<file path="src/hw/rtl/wfpa_pkg.sv">
// Package: widths, entry layout and table sizes for the worst-fit allocator.
`timescale 1ns / 1ps
package wfpa_pkg;
    localparam int MAX_ENTRIES = 256;
    localparam int OWNER_BITS  = 10;
    localparam int IDX_W       = $clog2(MAX_ENTRIES);
    localparam int CNT_W       = IDX_W + 1;
    localparam int ADDR_W      = 40;
    localparam int REQ_W       = 24;
    localparam int PCNT_W      = 32;
    localparam logic [REQ_W-1:0] PAGE_RESET = REQ_W'(4096);

    typedef struct packed {
        logic [ADDR_W-1:0]     base;
        logic [ADDR_W-1:0]     len;
        logic [OWNER_BITS-1:0] owner;
    } t_entry;

    localparam int ENTRY_W = $bits(t_entry);
endpackage

</file>
<file path="src/hw/rtl/wfpa_div.sv">
// Restoring divider, one quotient bit per cycle, for page rounding.
`timescale 1ns / 1ps
module wfpa_div import wfpa_pkg::*; (
    input  logic             i_clk,
    input  logic             i_rst_n,
    input  logic             i_start,
    input  logic [REQ_W-1:0] i_num,
    input  logic [REQ_W-1:0] i_den,
    output logic             o_done,
    output logic [REQ_W-1:0] o_quo,
    output logic [REQ_W-1:0] o_rem
);
    localparam int CW = $clog2(REQ_W + 1);

    logic [REQ_W-1:0] r_quo;
    logic [REQ_W:0]   r_rem;
    logic [REQ_W-1:0] r_den;
    logic [CW-1:0]    r_cnt;
    logic             r_done;
    logic [REQ_W:0]   sh;
    logic             take;

    assign sh   = {r_rem[REQ_W-1:0], r_quo[REQ_W-1]};
    assign take = sh >= {1'b0, r_den};

    always_ff @(posedge i_clk) begin
        if (!i_rst_n) begin
            r_cnt  <= '0;
            r_done <= 1'b0;
        end else begin
            r_done <= !i_start && (r_cnt == CW'(1));
            if (i_start) begin
                r_quo <= i_num;
                r_rem <= '0;
                r_den <= i_den;
                r_cnt <= CW'(REQ_W);
            end else if (r_cnt != '0) begin
                r_rem <= take ? (sh - {1'b0, r_den}) : sh;
                r_quo <= {r_quo[REQ_W-2:0], take};
                r_cnt <= r_cnt - 1'b1;
            end
        end
    end

    assign o_done = r_done;
    assign o_quo  = r_quo;
    assign o_rem  = r_rem[REQ_W-1:0];
endmodule

</file>
<file path="config.mk">
export PLATFORM = sky130hd
export DESIGN_NAME = wfpa_div
export DESIGN_NICKNAME = d
export VERILOG_FILES = /design/src/hw/rtl/wfpa_pkg.sv /design/src/hw/rtl/wfpa_div.sv
export SDC_FILE = /design/constraint.sdc
export NUM_CORES = 1
export LEC_CHECK = 0
export BUFFER_PORTS_ARGS = -buffer_cell sky130_fd_sc_hd__buf_2
export CAP_MARGIN = 15
export CORE_UTILIZATION = 25
export DETAILED_ROUTE_END_ITERATION = 12
export HOLD_SLACK_MARGIN = 0.1
export PLACE_DENSITY_LB_ADDON = 0.05
export SLEW_MARGIN = 0
export SYNTH_ARGS = -nofsm -noshare
export SYNTH_HDL_FRONTEND = slang
export SYNTH_SLANG_ARGS = --single-unit
</file>
<file path="constraint.sdc">
create_clock -name i_clk -period 5.2 [get_ports i_clk]
set_clock_uncertainty 0.15 [all_clocks]
set_input_delay 0.52 -clock i_clk [delete_from_list [all_inputs] [get_ports i_clk]]
set_output_delay 0.52 -clock i_clk [all_outputs]
set_load 0.01 [all_outputs]
</file>
* Word level (Yosys, flattened, before mapping)
Index checks and enable logic that the tools add are counted.
** Word-level totals
- Register bits :: 78
- Input bits :: 51
- Output and inout bits :: 49
- Word-level logic and storage cells :: 24
** Operators by class
- Add/subtract/negate cells :: 2
- Magnitude comparators :: 1
- Equal/unequal tests :: 1
- Multiplexer cells :: 6
- Bitwise logic cells :: 1
- Reductions and logical operators :: 7
** Operator list (count)
- $mux W24 :: 4
- $ge A25 B24 Y1 :: 1
- $sub A24 B24 Y24 :: 1
- $mux W5 :: 2
- $eq A5 B1 Y1 const B :: 1
- $reduce_bool A5 Y1 :: 1
- $sub A5 B1 Y5 const B :: 1
- $reduce_and A2 Y1 :: 2
- $reduce_bool A2 Y1 :: 1
- $reduce_or A2 Y1 :: 1
- $logic_and A1 B1 Y1 :: 1
- $logic_not A1 Y1 :: 1
- $not A1 Y1 :: 1

* Depth between registers and ports, before layout
- Depth in word-level cells :: 3
- Mapped depth :: 13
- Mapped depth without buffers :: 11

* Worst setup path before layout
OpenSTA, ideal clock, no wires.
- Kind :: flip-flop to flip-flop
- Start point :: register r_cnt[0]
- End point :: register r_quo[0] (netlist: o_quo[0]) (enable)
- Setup time :: 0.528 ns
- Arrival time :: 4.299 ns
- Data required time :: 4.522 ns
- Setup slack :: 0.223 ns
- Cell stages (with the launch flop) :: 6
- Period minus slack after synthesis :: 4.977 ns
- Path through :: dfxtp_1 -> inv_1 -> ha_1 -> nand2_1 -> nor2_1 -> a21boi_0
** On the way
- Longest elaborated chain between the ends :: 3
** Ends and longest elaborated chain
- start, declared :: line wfpa_div.sv:18 : logic [CW-1:0] r_cnt;
- start signal, assigned :: line wfpa_div.sv:36 : r_cnt <= CW'(REQ_W);
- start signal, assigned :: line wfpa_div.sv:40 : r_cnt <= r_cnt - 1'b1;
- $reduce_bool A5 Y1 :: line wfpa_div.sv:37 : end else if (r_cnt != '0) begin
- $reduce_bool A2 Y1 (no source line)
- $reduce_and A2 Y1 (no source line)
- end signal, assigned :: line wfpa_div.sv:33 : r_quo <= i_num;
- end signal, assigned :: line wfpa_div.sv:39 : r_quo <= {r_quo[REQ_W-2:0], take};
- end, declared :: line wfpa_div.sv:15 : logic [REQ_W-1:0] r_quo;
No other way between the ends.
A chain may end at the register's enable or synchronous reset.

* Final worst setup path
- Start point :: register r_rem[12]
- End point :: register r_rem[16], data pin
** On the way
- Longest elaborated chain between the ends :: 3
- Elaborated cells on any way between the ends :: 4
- Those cells by class :: add/sub: 1; order compare: 1; mux: 2
** Ends and longest elaborated chain
- start, declared :: line wfpa_div.sv:16 : logic [REQ_W:0] r_rem;
- start signal, assigned :: line wfpa_div.sv:38 : r_rem <= take ? (sh - {1'b0, r_den}) : sh;
- $sub A24 B24 Y24 / $ge A25 B24 Y1 (equally long branches) :: line wfpa_div.sv:38, wfpa_div.sv:24
- $mux W24 (*) :: line wfpa_div.sv:38
- $mux W24 (*) :: line wfpa_div.sv:37
Mark *: on every way between the ends. The rest lies on a longest branch, timed or not. The select of a mux whose other input is x is not followed.

==> flow_summary.ini <==
[synth]
synth-xor-area-share_pct = 3.70
synth_area_leader_cell = edfxtp_1
synth.avg_cell_area_sq_um = 11.2
synth-simple-area-share_pct = 12.5
synth.top_cell.area_share_pct = 48.1
ys_ff_latch = 78
ys_seq_area_share_pct = 50.8
synth_edf_count = 72
synthMuxAreaShare_pct = 8.24
synth_compound_area_share_pct = 12.6
async_reset_ff_share_pct = 0
synthFlopType = edfxtp_1
synth_fa_ha_area_share_pct = 7.68
synth_area_leaders = edfxtp_1 48%, ha_1 7.2%, mux2_2 6.0%
yosys_warnings = 0
synth_cell_types = 56
synth_area_sq_um = 4500
synth_top_family_by_area = compound AO/OA/AOI/OAI gates
synth_nets = 480
syn_inst = 402

[finish]
most-common-layout-cells = 99 x buf_2, 72 x edfxtp_1, 33 x inv_1, 33 x nor2_1
fillers = 1840
antenna_cells = 0
final_nets = 580
drive_gt1_share_pct = 29.8
final_common_cell = buf_2
area_growth_pct = 22.9

[clock_tree]
post_cts_buffers = 0
post_cts_resized = 0
cts-root-buf = clkbuf_16
cts_buffers = 9
cts.sinks = 78
clkTransAtPathRegs_ps = 70
clockBufferDepth = 2
cts_hold_buf = 0
htree_levels = 3
cts_tree = yes
clk_latency_ps = 350

[drt]
route.met2.wl_microns = 5530
drtPass1Iterations = 4
route.antenna.remaining_nets = 0
met3WireLength_microns = 705
routed.top_layer = met4
routedWlPerCell_microns = 16.1
vias = 3339
vias_per_cell = 4.56
wl_met1_microns = 5370
first_iter_violations = 121
drc_errors = 0
routed_wl_microns = 11800

[sta]
report.final.slew_viol_count = 0
whs_ps = 187
setup_violations = 0
finalHoldViolCount = 0
fmax_mhz = 281
tightest_slew_ps = 1080
fin_ws_ps = 1640
finalSetupTns_ps = 0
fin_crit_sh_pct = 68.4
slew_headroom_pct = 27.8
rsz0062_at_grt = false
finalCriticalPeriod_ps = 3560

[power_and_ir_drop]
power_density_nw_per_um2 = 397
fin_total_pwr_w = 0.00219
ir_worst_vdd_uv = 163
p_leak_nw = 2.30

[die]
initial_utilization_pct = 25.8
ioPinCount = 100
coreArea_sq_um = 17400
die_h_microns = 136
die_x_microns = 136
die_area_sq_um = 18500
fp-row-count = 48

[global_routing]
grt_pass1_wl_microns = 18800
grt_pass1_vias = 3491
grt_overflow = 0
grt_start_max_net_pins = 51
antenna_found_initial = 0
gr-usage-all-layers_pct = 13.6

[run]
maxCapViolCount = 0

[hold_path]
hold_start = i_den[7]
min_to = r_den[7]$_DFFE_PP_
holdPathStages = 1
hp-class = input port to flip-flop

[placement]
io_buffer_count = 99
place.gp.congestion = 0.781
dp_hpwl_microns = 8360
place_ws_ps = 1650

[worst_setup_path]
critPathKind = flip-flop to flip-flop
cp.required_ps = 5160
arrival_ps = 3520
rr_worst_depth = 9
cp_max_fo = 15
reg2reg_to = r_rem[16]$_SDFFCE_PP0P_
cp-end-kind = flip-flop
reg2reg_slack_ps = 1640
start_kind = flip-flop
r2r-start = r_rem[12]$_SDFFCE_PP0P_

[status]
outcome = complete, no violations
[worst max-delay path by stage]
| stage | from | end | slack, ps | depth (start not counted) |
|---|---|---|---|---|
| 6_report | r_rem[12]$_SDFFCE_PP0P_ | r_rem[16]$_SDFFCE_PP0P_ | 1640 | 9 |
| 4_1_cts | r_rem[12]$_SDFFCE_PP0P_ | r_rem[16]$_SDFFCE_PP0P_ | 1630 | 9 |
| 5_1_grt | r_rem[15]$_SDFFCE_PP0P_ | r_rem[16]$_SDFFCE_PP0P_ | 1310 | 9 |
| 2_1_floorplan | r_cnt[0]$_SDFFE_PP0P_ | o_quo[0]$_DFFE_PP_ | 220 | 5 |
| 3_5_place_dp | r_rem[12]$_SDFFCE_PP0P_ | r_rem[16]$_SDFFCE_PP0P_ | 1650 | 9 |
| 3_3_place_gp | r_rem[12]$_SDFFCE_PP0P_ | r_rem[16]$_SDFFCE_PP0P_ | 1820 | 9 |
[synth_stat cells (all sizes together), types with 6 or more instances]
library cell  number
edfxtp            72
buf                7
mux2              24
xnor2             14
or3                7
mux2i             10
nor2b              7
nand2             31
nand3              9
clkbuf             6
nor2              33
inv               33
a21oi             34
ha                26
dfxtp              6
o21ai             12
[layout make-up]
cell class	instances	area (sq um)	area share (%)
flip-flops and latches	78	2280	41.3
multi-input cells	278	2020	36.6
repair buffers	102	518	9.38
well taps	225	282	5.10
clock buffers	9	225	4.08
inverters	33	124	2.24
clock inverters	7	71.3	1.29
[layer usage]
layer  GRT usage [%]  up-vias
li1                -     1674
met3            4.66       11
met4            5.19        0
met2            22.1       74
met5               0        -
met1            16.6     1580
[worst max-delay path: stages, from the launching register on]
cell and delay, ps:
edfxtp_1 420, ha_1 400, and4_1 250, and3_1 220, nand4_1 100, nor4_1 50
nor4_1 550, and2_1 670, nor2_1 210, a22o_1 270
[per-stage QoR]
| stage | utilization [%] | std cells | cell area (sq um) |
|---|---|---|---|
| after floorplan | - | 402 | 4500 |
| after global placement | 30.0 | 716 | 5230 |
| after detailed placement | 30.0 | 716 | 5230 |
| after CTS | 31.7 | 732 | 5520 |
| after global routing | 31.7 | 732 | 5520 |
| final | 31.7 | 732 | 5520 |
[registers in the layout (all words and copies together) (netlist names)]
| name | flops |
|---|---|
| o_quo | 24 |
| r_den | 24 |
| r_rem | 24 |
| r_cnt | 5 |
| o_done | 1 |
[power breakdown]
group	leakage, nW	switching [W]	internal (W)
clock network	0.140	0.000279	0.000373
logic	1.42	0.000409	0.000297
registers	0.747	0.0000491	0.000786
total	2.30	0.000737	0.00146
[cell families after synthesis]
logic type               Yosys count
multiplexers                      34
adder cells (fa/ha/maj)           27
flip-flops                        78
AND/OR/NAND/NOR                  114
XOR/XNOR                          19
buffers and inverters             46
AO/OA/AOI/OAI                     84
Power figures use the tool's default switching activity.
