## config.mk

```make
export PLATFORM = sky130hd
export DESIGN_NAME = wfpa_ram
export DESIGN_NICKNAME = d
export VERILOG_FILES = /design/src/hw/rtl/wfpa_ram.sv
export SDC_FILE = /design/constraint.sdc
export NUM_CORES = 1
export LEC_CHECK = 0
export BUFFER_PORTS_ARGS = -buffer_cell sky130_fd_sc_hd__buf_2
export CAP_MARGIN = 10
export CORE_MARGIN = 8
export CORE_UTILIZATION = 50
export DETAILED_ROUTE_END_ITERATION = 6
export PLACE_DENSITY = 0.69
export RECOVER_POWER = 25
export SLEW_MARGIN = 15
export SYNTH_ARGS = -nofsm -noshare
export SYNTH_HDL_FRONTEND = slang
export SYNTH_SLANG_ARGS = --single-unit
```

## constraint.sdc

```tcl
create_clock -name i_clk -period 2.7 [get_ports i_clk]
set_input_delay 0 -clock i_clk [delete_from_list [all_inputs] [get_ports i_clk]]
set_output_delay 0 -clock i_clk [all_outputs]
set_load 0.05 [all_outputs]
```

## src/hw/rtl/wfpa_ram.sv

```systemverilog
// Generic single-write, single-read RAM with registered read data.
`timescale 1ns / 1ps
module wfpa_ram #(
    parameter int WIDTH = 8,
    parameter int DEPTH = 16
) (
    input  logic                     i_clk,
    input  logic                     i_we,
    input  logic [$clog2(DEPTH)-1:0] i_waddr,
    input  logic [WIDTH-1:0]         i_wdata,
    input  logic [$clog2(DEPTH)-1:0] i_raddr,
    output logic [WIDTH-1:0]         o_rdata
);
    logic [WIDTH-1:0] r_mem [DEPTH];
    logic [WIDTH-1:0] r_rdata;

    always_ff @(posedge i_clk) begin
        if (i_we) begin
            r_mem[i_waddr] <= i_wdata;
        end
        r_rdata <= r_mem[i_raddr];
    end

    assign o_rdata = r_rdata;
endmodule

```

After elaboration in Yosys (flattened, before gate mapping). Memories as Yosys holds them, arrays and structs flattened. A register that Yosys moved wholly into a read port is not among the register bits. Index checks and enable logic that the tools add are counted.

Add/sub/neg operators: 0. $mul: 0. Divide/modulo/power cells: 0. Magnitude comparators: 0. Eq/ne operators: 0. Shift operators: 0. Mux-type cells: 2. Bitwise operators: 0. Reductions and logical operators: 0.

Operators by type and width (number): 1-bit 2-to-1 mux (2).

Flip-flop bits (word level): 0. Bits in latches: 0. RAM bits: 128. ROM bits: 0. Bits of input ports: 18. Output and inout port bits: 8. Logic and storage cells: 3. Memories: 1.

Memory list: r_mem (words 16, width 8, rd ports 1, clocked after memory_dff 1, write ports 1, line 14) `logic [WIDTH-1:0] r_mem [DEPTH];`.

Logic depth before layout (Yosys ltp). Gate-level depths: netlist of the first run.

Depth in word-level cells: 2. Mapped depth: 5. Depth with buffers taken out: 3.

Worst setup path before layout of the first run. Ideal clock, no wire load.

Path type: input to register. From: input i_waddr[2]. To: memory r_mem[0][0] (enable). Arrival: 1.110 ns. Data required time: 2.317 ns. Setup slack: 1.207 ns. Stages: 2. Path buffers: 0. Cells stage by stage: or3b_2 nor3_1.

RTL lines: from (decl) (line 9) `input logic [$clog2(DEPTH)-1:0] i_waddr,`; to (decl) (line 14).

No word-level cell before the write port.

==> results.json, run 1 <==
{
  "status": "finished, final reports clean",
  "min_path_type": "in2reg",
  "hpwl_mm": 6.224,
  "fin_crit_ps": 1352,
  "final_antenna_net_count": 0,
  "cts_buffers": 17,
  "drtPass1Iterations": 4,
  "synth_ff_type": "edfxtp_1",
  "syn_area_sq_um": 5147,
  "grt_pass1_vias": 2470,
  "yosys_warnings": 0,
  "layout.cells.most_common": "edfxtp_1",
  "antenna_cells": 0,
  "routedWlPerCell_um": 23.17,
  "fin_crit_sh_pct": 50.06,
  "synth.avg_cell_area_sq_um": 22.48,
  "synth_top_area_share_pct": 74.67,
  "cp_slowest_cell": "mux4_1",
  "whs_ps": 59.96,
  "skew_ps": 5.296,
  "syn_inst": 229,
  "fillCellCount": 698,
  "vias": 2514,
  "setup-tns-final_ps": 0,
  "viasPerCell": 5.779,
  "drt-initial-drc-count": 272,
  "worstPathMaxFanout": 1,
  "fp-row-count": 37,
  "yosysTopAreaCell": "edfxtp_1",
  "critPathCaptureType": "register",
  "crit_arrival_ps": 1760,
  "htree_num_levels": 4,
  "crit_path_start_kind": "register",
  "synth_nets": 247,
  "tightest_slew_ps": 818.5,
  "peakVddDrop_mv": 0.4486,
  "antenna_found_initial": 0,
  "fmax_ghz": 0.7398,
  "start_util_pct": 50.77,
  "ys_seq_elements": 136,
  "core_area_sq_um": 10140,
  "insertion_delay_ps": 520,
  "die_area_sq_um": 13800,
  "ys_seq_area_share_pct": 77.78,
  "port_buffers": 25,
  "synth_area_leaders": "edfxtp_1 (75%), mux4_2 (7.9%), mux4_1 (7.1%)",
  "synth_cell_types": 19,
  "fin_nets": 304,
  "final_cell_mix": "edfxtp_1 (128), buf_2 (19), mux4_2 (18), a22oi_1 (16), clkbuf_16 (16)",
  "cts_resized": 0,
  "drc": 0,
  "slew_headroom_pct": 45.23,
  "synth_edf_count": 128,
  "die_w_um": 117.5,
  "slowest_delay_ps": 510,
  "report.final.slew_viol_count": 0,
  "maxCapViolCount": 0,
  "gr-usage-all-layers_pct": 15.27,
  "cts_tree": "done",
  "path_cells": "mux4_1 > a22oi_1 > nand2_1",
  "async_reset_ff_share_pct": 0,
  "die_y_um": 117.5,
  "io_pins": 26,
  "cts.sinks": 136,
  "crit_type": "reg2reg",
  "power_density_nw_per_um2": 822.9,
  "clockBufferDepth": 2,
  "wl_mm": 10.08,
  "gp_congestion": 0.6989,
  "layout-drive-gt1-share_pct": 26.76,
  "overflow": 0,
  "required_ps": 3100,
  "setup_violations": 0,
  "leakagePower_nw": 2.090,
  "syn2layout_area_growth_pct": 19.83,
  "hold_viol": 0,
  "rsz0062_at_grt": "false",
  "grt_max_degree": 33,
  "grt_pass1_wl_mm": 15.26,
  "clk_pin_slew_worst_paths_ps": 60,
  "ctsRootBufferMaster": "clkbuf_8"
}
==> path summary, 6_finish.rpt <==
| kind | startpoint | end | slack, ps | cells past startpoint |
|---|---|---|---|---|
| setup / recovery | r_mem[0][1]$_DFFE_PP_ | o_rdata[1]$_DFF_P_ | 1350 | 3 |
| hold / removal | i_raddr[2] | o_rdata[1]$_DFF_P_ | 60 | 4 |
| setup reg to reg | r_mem[0][1]$_DFFE_PP_ | o_rdata[1]$_DFF_P_ | 1350 | 3 |
| hold reg to reg | r_mem[14][1]$_DFFE_PP_ | o_rdata[1]$_DFF_P_ | 660 | 3 |
==> cell usage after synthesis (2+ instances only) <==
| library cell | number |
|---|---|
| nor2_1 | 13 |
| nand2_1 | 9 |
| clkdlybuf4s25_2 | 3 |
| nand2b_1 | 2 |
| buf_2 | 3 |
| mux4_2 | 18 |
| nor3_1 | 4 |
| mux4_1 | 14 |
| a22oi_1 | 16 |
| buf_6 | 3 |
| dfxtp_1 | 8 |
| nand3b_1 | 2 |
| edfxtp_1 | 128 |
==> repair_timing <==
item / CTS / global route
endpoints found under the hold margin: 128 / 0
hold buffers: 8 / 0
setup buffers: 0 / 0
==> area by class of cell <==
cell class	instances	area [sq um]	area share, %
clock inverter	15	224.0	3.631
tap	136	170.2	2.759
multi-input combinational	83	1057	17.14
sequential	136	4004	64.91
timing repair buffer	48	299.0	4.848
clock buffer	17	414.1	6.714
==> sequential cells by signal, summed over array words and instances, names as in the netlist <==
| signal | count |
|---|---|
| o_rdata | 8 |
| r_mem | 128 |
==> layer usage <==
metal,part of all wire [%],up-vias,track usage (%),routed length (um)
met5,0,-,0,0
met4,2.7,0,7.846,273
met3,6.7,19,4.317,676
met2,47,120,22.54,4781
met1,43,1288,20.32,4346
li1,-,1087,-,-
==> report_power, final <==
group | switching (W) | internal, W
clock network | 0.000843 | 0.00160
registers | 0.0000123 | 0.00236
logic | 0.000169 | 0.0000954
total | 0.00102 | 0.00405
==> cells by family (layout without fill, tap and decap cells) <==
logic type	count (synthesis)	in the layout	synth area share, %
DFF	136	136	77.78
muxes	32	32	15.02
buffers and inverters	10	80	1.677
AOI/OAI and AO/OA	16	16	2.334
and+or+nand+nor	35	35	3.184
==> worst max-delay path, delay by kind of cell (launching register included) <==
kind / cells / cell delay [ps]
multiplexers: 1 / 510
flip-flops: 1 / 360
AO/OA/AOI/OAI: 1 / 290
AND/OR/NAND/NOR: 1 / 80
==> metrics by stage <==
| step | worst slack [ps] | total power (W) | cell area (sq um) | cells | util, % |
|---|---|---|---|---|---|
| final | 1348 | 0.005076 | 6168 | 435 | 60.84 |
| after global routing | 1269 | 0.005225 | 6168 | 435 | 60.84 |
| after CTS | 1359 | 0.005110 | 6187 | 435 | 61.03 |
| after detailed placement | 1076 | 0.002677 | 5469 | 395 | 53.94 |
| after global placement | 1072 | 0.002670 | 5469 | 395 | 53.94 |
| after floorplan | 1207 | 0.002584 | 5147 | 229 | - |
(Power assumes the default switching activity.)
==> inputs of run 2 (changes only) <==
Settings changed: ABC_AREA from default to 1, PLACE_DENSITY 0.69 to 0.72.
Clock period 2.7 ns to 1.2 ns, I/O delays scaled along.
==> run 2 against run 1 <==
Power is 130% higher. Non-clock buffer count is 6 higher. Utilization is 1.0 points lower. Die area is 10% higher. Sequential cell count stayed put. Largest cell class unchanged.
==> results.json, run 2 <==
{
  "leakagePower_nw": 2.956,
  "tightest_slew_ps": 954.6,
  "path_cells": "buf_2",
  "htree_num_levels": 4,
  "postCtsHoldBufs": 2,
  "hpwl_mm": 8.021,
  "dp_cells": 722,
  "drtPass1Iterations": 5,
  "synth_edf_count": 128,
  "required_ps": 1200,
  "routedWlPerCell_um": 17.10,
  "cp_slowest_cell": "dfxtp_1",
  "fillCellCount": 901,
  "crit_arrival_ps": 1050,
  "clk_pin_slew_worst_paths_ps": 60,
  "core_area_sq_um": 11320,
  "regMostFlops": "r_mem",
  "worstReg2RegStart": "r_mem[2][7]$_DFFE_PP_",
  "r2r-end": "o_rdata[7]$_DFF_P_",
  "cp_num_buf_inv": 1,
  "rr_worst_depth": 6,
  "fin_nets": 618,
  "synth.avg_cell_area_sq_um": 10.47,
  "syn2layout_area_growth_pct": 17.38,
  "antenna_found_initial": 0,
  "slew_headroom_pct": 36.36,
  "reg2reg_slack_ps": 170,
  "cts_tree": "done",
  "cts.sinks": 136,
  "finalNonFillerCells": 756,
  "setup_violations": 0,
  "maxCapViolCount": 0,
  "cts_buffers": 17,
  "insertion_delay_ps": 410,
  "peakVddDrop_mv": 0.8685,
  "port_buffers": 25,
  "slowest_delay_ps": 350,
  "synth_ff_type": "edfxtp_1",
  "fmax_ghz": 0.9561,
  "synth_top_area_share_pct": 66.65,
  "synth_top_family_by_area": "simple AND/OR/NAND/NOR gates",
  "largest_reg_flops": 128,
  "rsz0062_at_grt": "false",
  "synth_mux_area_share_pct": 0,
  "crit_path_start_kind": "register",
  "report.final.slew_viol_count": 0,
  "die_y_um": 123.4,
  "ys_seq_area_share_pct": 69.43,
  "drt-initial-drc-count": 487,
  "layout-drive-gt1-share_pct": 13.05,
  "async_reset_ff_share_pct": 0,
  "layout.cells.most_common": "nand2_1",
  "startpoint": "o_rdata[5]$_DFF_P_",
  "grt_max_degree": 33,
  "grt_pass1_vias": 3895,
  "fp-row-count": 39,
  "clockBufferDepth": 2,
  "setup_slack_ps": 154.0,
  "hold_start": "i_wdata[4]",
  "cts_resized": 0,
  "die_w_um": 123.4,
  "synth_fa_ha_area_share_pct": 0,
  "status": "finished, final reports clean",
  "worstHoldEndpoint": "r_mem[13][4]$_DFFE_PP_",
  "fin_crit_sh_pct": 87.16,
  "synth_commonest_cells": "nand2_1 (173), edfxtp_1 (128), inv_1 (100)",
  "die_area_sq_um": 15230,
  "fin_crit_ps": 1046,
  "viasPerCell": 5.167,
  "yosysTopAreaCell": "edfxtp_1",
  "setup-tns-final_ps": 0,
  "antenna_cells": 0,
  "skew_ps": 10.52,
  "synth_compound_area_share_pct": 0,
  "yosysMostFrequentCell": "nand2_1",
  "hold_viol": 0,
  "synth_xor_area_share_pct": 0,
  "wl_mm": 12.93,
  "yosys_warnings": 0,
  "ys_seq_elements": 136,
  "critPathCaptureType": "output pin",
  "dp_worst_setup_slack_ps": 156.5,
  "syn_inst": 551,
  "gr-usage-all-layers_pct": 18.17,
  "start_util_pct": 50.94,
  "grt_pass1_wl_mm": 20.26,
  "worstPathMaxFanout": 1,
  "io_pins": 26,
  "ctsRootBufferMaster": "clkbuf_16",
  "min_path_type": "in2reg",
  "drc": 0,
  "post-cts-setup-buffer-count": 0,
  "power_density_nw_per_um2": 1699,
  "synth_cell_types": 12,
  "synth_nets": 569,
  "final_antenna_net_count": 0,
  "vias": 3906,
  "syn_area_sq_um": 5767,
  "overflow": 0,
  "crit_type": "reg2out",
  "final_cell_mix": "nand2_1 (173), edfxtp_1 (128), inv_1 (100), nand3_1 (97), buf_4 (25)",
  "worstHoldPathCells": 1,
  "gp_congestion": 0.8188,
  "crit_family": "flip-flops",
  "synth_area_leaders": "edfxtp_1 (67%), nand2_1 (11%), nand3_1 (8.4%)",
  "yosys.area_share.simple_pct": 21.05
}
[run 2: cell count changes in the layout (fill, tap and decap cells not counted), sizes merged, moves of 16 or more]
cell	delta
a22oi	-16
inv	+103
nand3	+96
buf	+16
mux4	-32
nand2	+164
[run 2: metal layers]
layer  wire (um)  GRT usage [%]  up-vias
li1            -              -     1872
met1        5488          22.32     1865
met2        6320          29.27      139
met3         688          4.475       30
met4         434          9.556        0
met5           0              0        -
[run 2: kinds of logic (layout without fill, tap and decap cells)]
group / Yosys count / after routing
flops: 136 / 136
simple gates: 289 / 289
buf+inv: 126 / 188
[run 2: area by class of cell]
| type | count | area, sq um | share of cell area, % |
|---|---|---|---|
| sequential | 136 | 4004 | 59.15 |
| timing repair buffer | 54 | 366.6 | 5.416 |
| tap | 143 | 178.9 | 2.643 |
| multi-input combinational | 289 | 1214 | 17.93 |
| inverter | 102 | 382.9 | 5.656 |
| clock buffer | 20 | 456.7 | 6.747 |
| clock inverter | 12 | 166.4 | 2.458 |
[run 2: worst max path at each step]
stage	endpoint	slack, ps	cells past startpoint
2_1_floorplan	r_mem[10][0]$_DFFE_PP_	250	2
3_3_place_gp	o_rdata[3]$_DFF_P_	170	8
3_5_place_dp	o_rdata[3]$_DFF_P_	160	8
4_1_cts	o_rdata[1]	120	1
5_1_grt	o_rdata[7]$_DFF_P_	80	6
6_report	o_rdata[5]	150	1
[run 2: metrics by stage]
| stage | util (%) | total power, W | area (sq um) | hold slack, ps |
|---|---|---|---|---|
| final | 59.79 | 0.01150 | 6769 | 34.49 |
| after global routing | 59.79 | 0.01182 | 6769 | 35.68 |
| after CTS | 59.85 | 0.01155 | 6775 | 2.609 |
| after detailed placement | 54.17 | 0.006206 | 6132 | 362.2 |
| after global placement | 54.17 | 0.006193 | 6132 | 357.6 |
| after floorplan | - | 0.005918 | 5767 | 98.87 |
[run 2: worst reg2reg max path, delay by kind of cell (launching register included)]
kind	cells	cell delay [ps]
simple gates	5	420
flops	1	390
buf+inv	1	80
[run 2: where the power goes]
group	switching [W]	internal [W]	total (W)
Combinational	0.000563	0.000209	0.000772
Sequential	0.0000321	0.00531	0.00534
Clock	0.00197	0.00341	0.00538
==> inputs of run 3 (changes only) <==
Settings changed: CORE_ASPECT_RATIO from default to 1.4.
==> run 3 against run 2 <==
Clock power is 5.9% lower. Highest routed layer unchanged. Global-route usage fell by 0.64 points. Power decreased by 2.8%. Combinational power up 0.8%. Fmax fell by 2.6%. Critical path depth increased by 5. First-iteration DRC count is 33% lower. Non-clock buffer count shrank 4. Via count about the same.
==> results.json, run 3 (same netlist as run 2, synthesis figures left out) <==
{
  "setup_violations": 0,
  "routedWlPerCell_um": 17.13,
  "startpoint": "r_mem[11][4]$_DFFE_PP_",
  "hold_viol": 0,
  "drt-initial-drc-count": 325,
  "layout.cells.most_common": "nand2_1",
  "power_switching_w": 0.002411,
  "drc": 0,
  "antenna_cells": 0,
  "cts_tree": "done",
  "die_area_sq_um": 15270,
  "gr-usage-all-layers_pct": 17.54,
  "path_common_cell": "nand3_1",
  "insertion_delay_ps": 410,
  "cp_slowest_cell": "edfxtp_1",
  "cts_resized": 0,
  "rsz0062_at_grt": "false",
  "power_frac_seq_pct": 47.8,
  "leakagePower_nw": 2.934,
  "gp_congestion": 0.7821,
  "clk_pin_slew_worst_paths_ps": 60,
  "postCtsHoldBufs": 2,
  "required_ps": 1500,
  "grt_pass1_vias": 3682,
  "overflow": 0,
  "clockBufferDepth": 2,
  "worstPathMaxFanout": 1,
  "fin_nets": 614,
  "critPathCaptureType": "register",
  "swShare_pct": 21.56,
  "peakVddDrop_mv": 1.148,
  "finalNonFillerCells": 753,
  "crit_path_start_kind": "register",
  "status": "finished, final reports clean",
  "skew_ps": 5.573,
  "hpwl_mm": 8.038,
  "final_antenna_net_count": 0,
  "vias": 3909,
  "htree_num_levels": 4,
  "fin_crit_sh_pct": 89.48,
  "cp-endpoint": "o_rdata[4]$_DFF_P_",
  "worstReg2RegStart": "r_mem[11][4]$_DFFE_PP_",
  "clkPwrFrac_pct": 45.2,
  "min_path_type": "in2reg",
  "start_util_pct": 51.12,
  "report.final.slew_viol_count": 0,
  "power_density_nw_per_um2": 1662,
  "layout-drive-gt1-share_pct": 11.82,
  "grt_max_degree": 65,
  "ctsRootBufferMaster": "clkbuf_16",
  "intPower_w": 0.008768,
  "p_comb_share_pct": 7.0,
  "drtPass1Iterations": 5,
  "port_buffers": 25,
  "setup-tns-final_ps": 0,
  "r2r-end": "o_rdata[4]$_DFF_P_",
  "regMostFlops": "r_mem",
  "syn2layout_area_growth_pct": 16.64,
  "die_w_um": 106.8,
  "dp_cells": 719,
  "slowest_delay_ps": 360,
  "die_y_um": 143.1,
  "wl_mm": 12.90,
  "fin_crit_ps": 1074,
  "antenna_found_initial": 0,
  "slew_headroom_pct": 42.48,
  "largest_reg_flops": 128,
  "rr_worst_depth": 6,
  "fmax_ghz": 0.9313,
  "io_pins": 26,
  "post-cts-setup-buffer-count": 0,
  "maxCapViolCount": 0,
  "viasPerCell": 5.191,
  "whs_ps": 23.70,
  "crit_arrival_ps": 1370,
  "cts.sinks": 136,
  "cts_buffers": 17,
  "final_cell_mix": "nand2_1 (173), edfxtp_1 (128), inv_1 (100), nand3_1 (97), buf_2 (20)",
  "tightest_slew_ps": 862.9,
  "crit_type": "reg2reg",
  "reg2reg_slack_ps": 130,
  "grt_pass1_wl_mm": 19.77,
  "core_area_sq_um": 11280,
  "fp-row-count": 46,
  "path_cells": "inv_1 > nand2_1 > nand3_1 > nand3_1 > nand3_1 > nand2_1"
}
[run 3: worst max-delay path: cells and delay by family (launching register included)]
kind / cells / cell delay (ps)
DFF: 1 / 360
buffers and inverters: 1 / 60
and+or+nand+nor: 5 / 540
[run 3: worst min path at each step]
stage / cells past startpoint / endpoint / from / slack, ps
3_3_place_gp: 3 / o_rdata[6]$_DFF_P_ / i_raddr[3] / 370
5_1_grt: 1 / r_mem[3][0]$_DFFE_PP_ / i_wdata[0] / 30
3_5_place_dp: 3 / o_rdata[0]$_DFF_P_ / i_raddr[3] / 370
2_1_floorplan: 0 / r_mem[0][0]$_DFFE_PP_ / i_wdata[0] / 100
4_1_cts: 1 / r_mem[1][1]$_DFFE_PP_ / i_wdata[1] / 2
6_report: 1 / r_mem[2][0]$_DFFE_PP_ / i_wdata[0] / 20
[run 3: per-stage QoR]
step	util [%]	power, W	setup slack [ps]	instance area [sq um]
2_1_floorplan	-	0.005918	249.2	5767
5_1_grt	59.63	0.01148	18.31	6726
3_5_place_dp	54.44	0.006217	82.42	6141
3_3_place_gp	54.44	0.006195	133.2	6141
4_1_cts	59.68	0.01123	121.7	6733
6_report	59.63	0.01118	126.3	6726
[run 3: area by class of cell]
| class | count | area (sq um) |
|---|---|---|
| Clock inverter | 10 | 127.6 |
| Inverter | 102 | 382.9 |
| Timing Repair Buffer | 50 | 374.1 |
| Sequential cell | 136 | 4004 |
| Clock buffer | 22 | 444.2 |
| Tap cell | 144 | 180.2 |
| Multi-Input combinational cell | 289 | 1214 |
| Fill cell | 947 | 4554 |
[run 3: layer usage]
| metal | vias up | track usage [%] | wire length [um] |
|---|---|---|---|
| met5 | - | 0 | 0 |
| met1 | 1866 | 20.32 | 5235 |
| met4 | 0 | 8.550 | 397 |
| li1 | 1864 | - | - |
| met2 | 147 | 30.06 | 6548 |
| met3 | 32 | 3.654 | 721 |
[run 3: power by group through the flow]
stage / Sequential [W] / Clock, W / Combinational (W)
after floorplan: 0.00554 / 0 / 0.000375
after global placement: 0.00544 / 0 / 0.000757
after detailed placement: 0.00544 / 0 / 0.000775
after CTS: 0.00534 / 0.00510 / 0.000785
after global routing: 0.00535 / 0.00528 / 0.000848
final: 0.00534 / 0.00506 / 0.000778
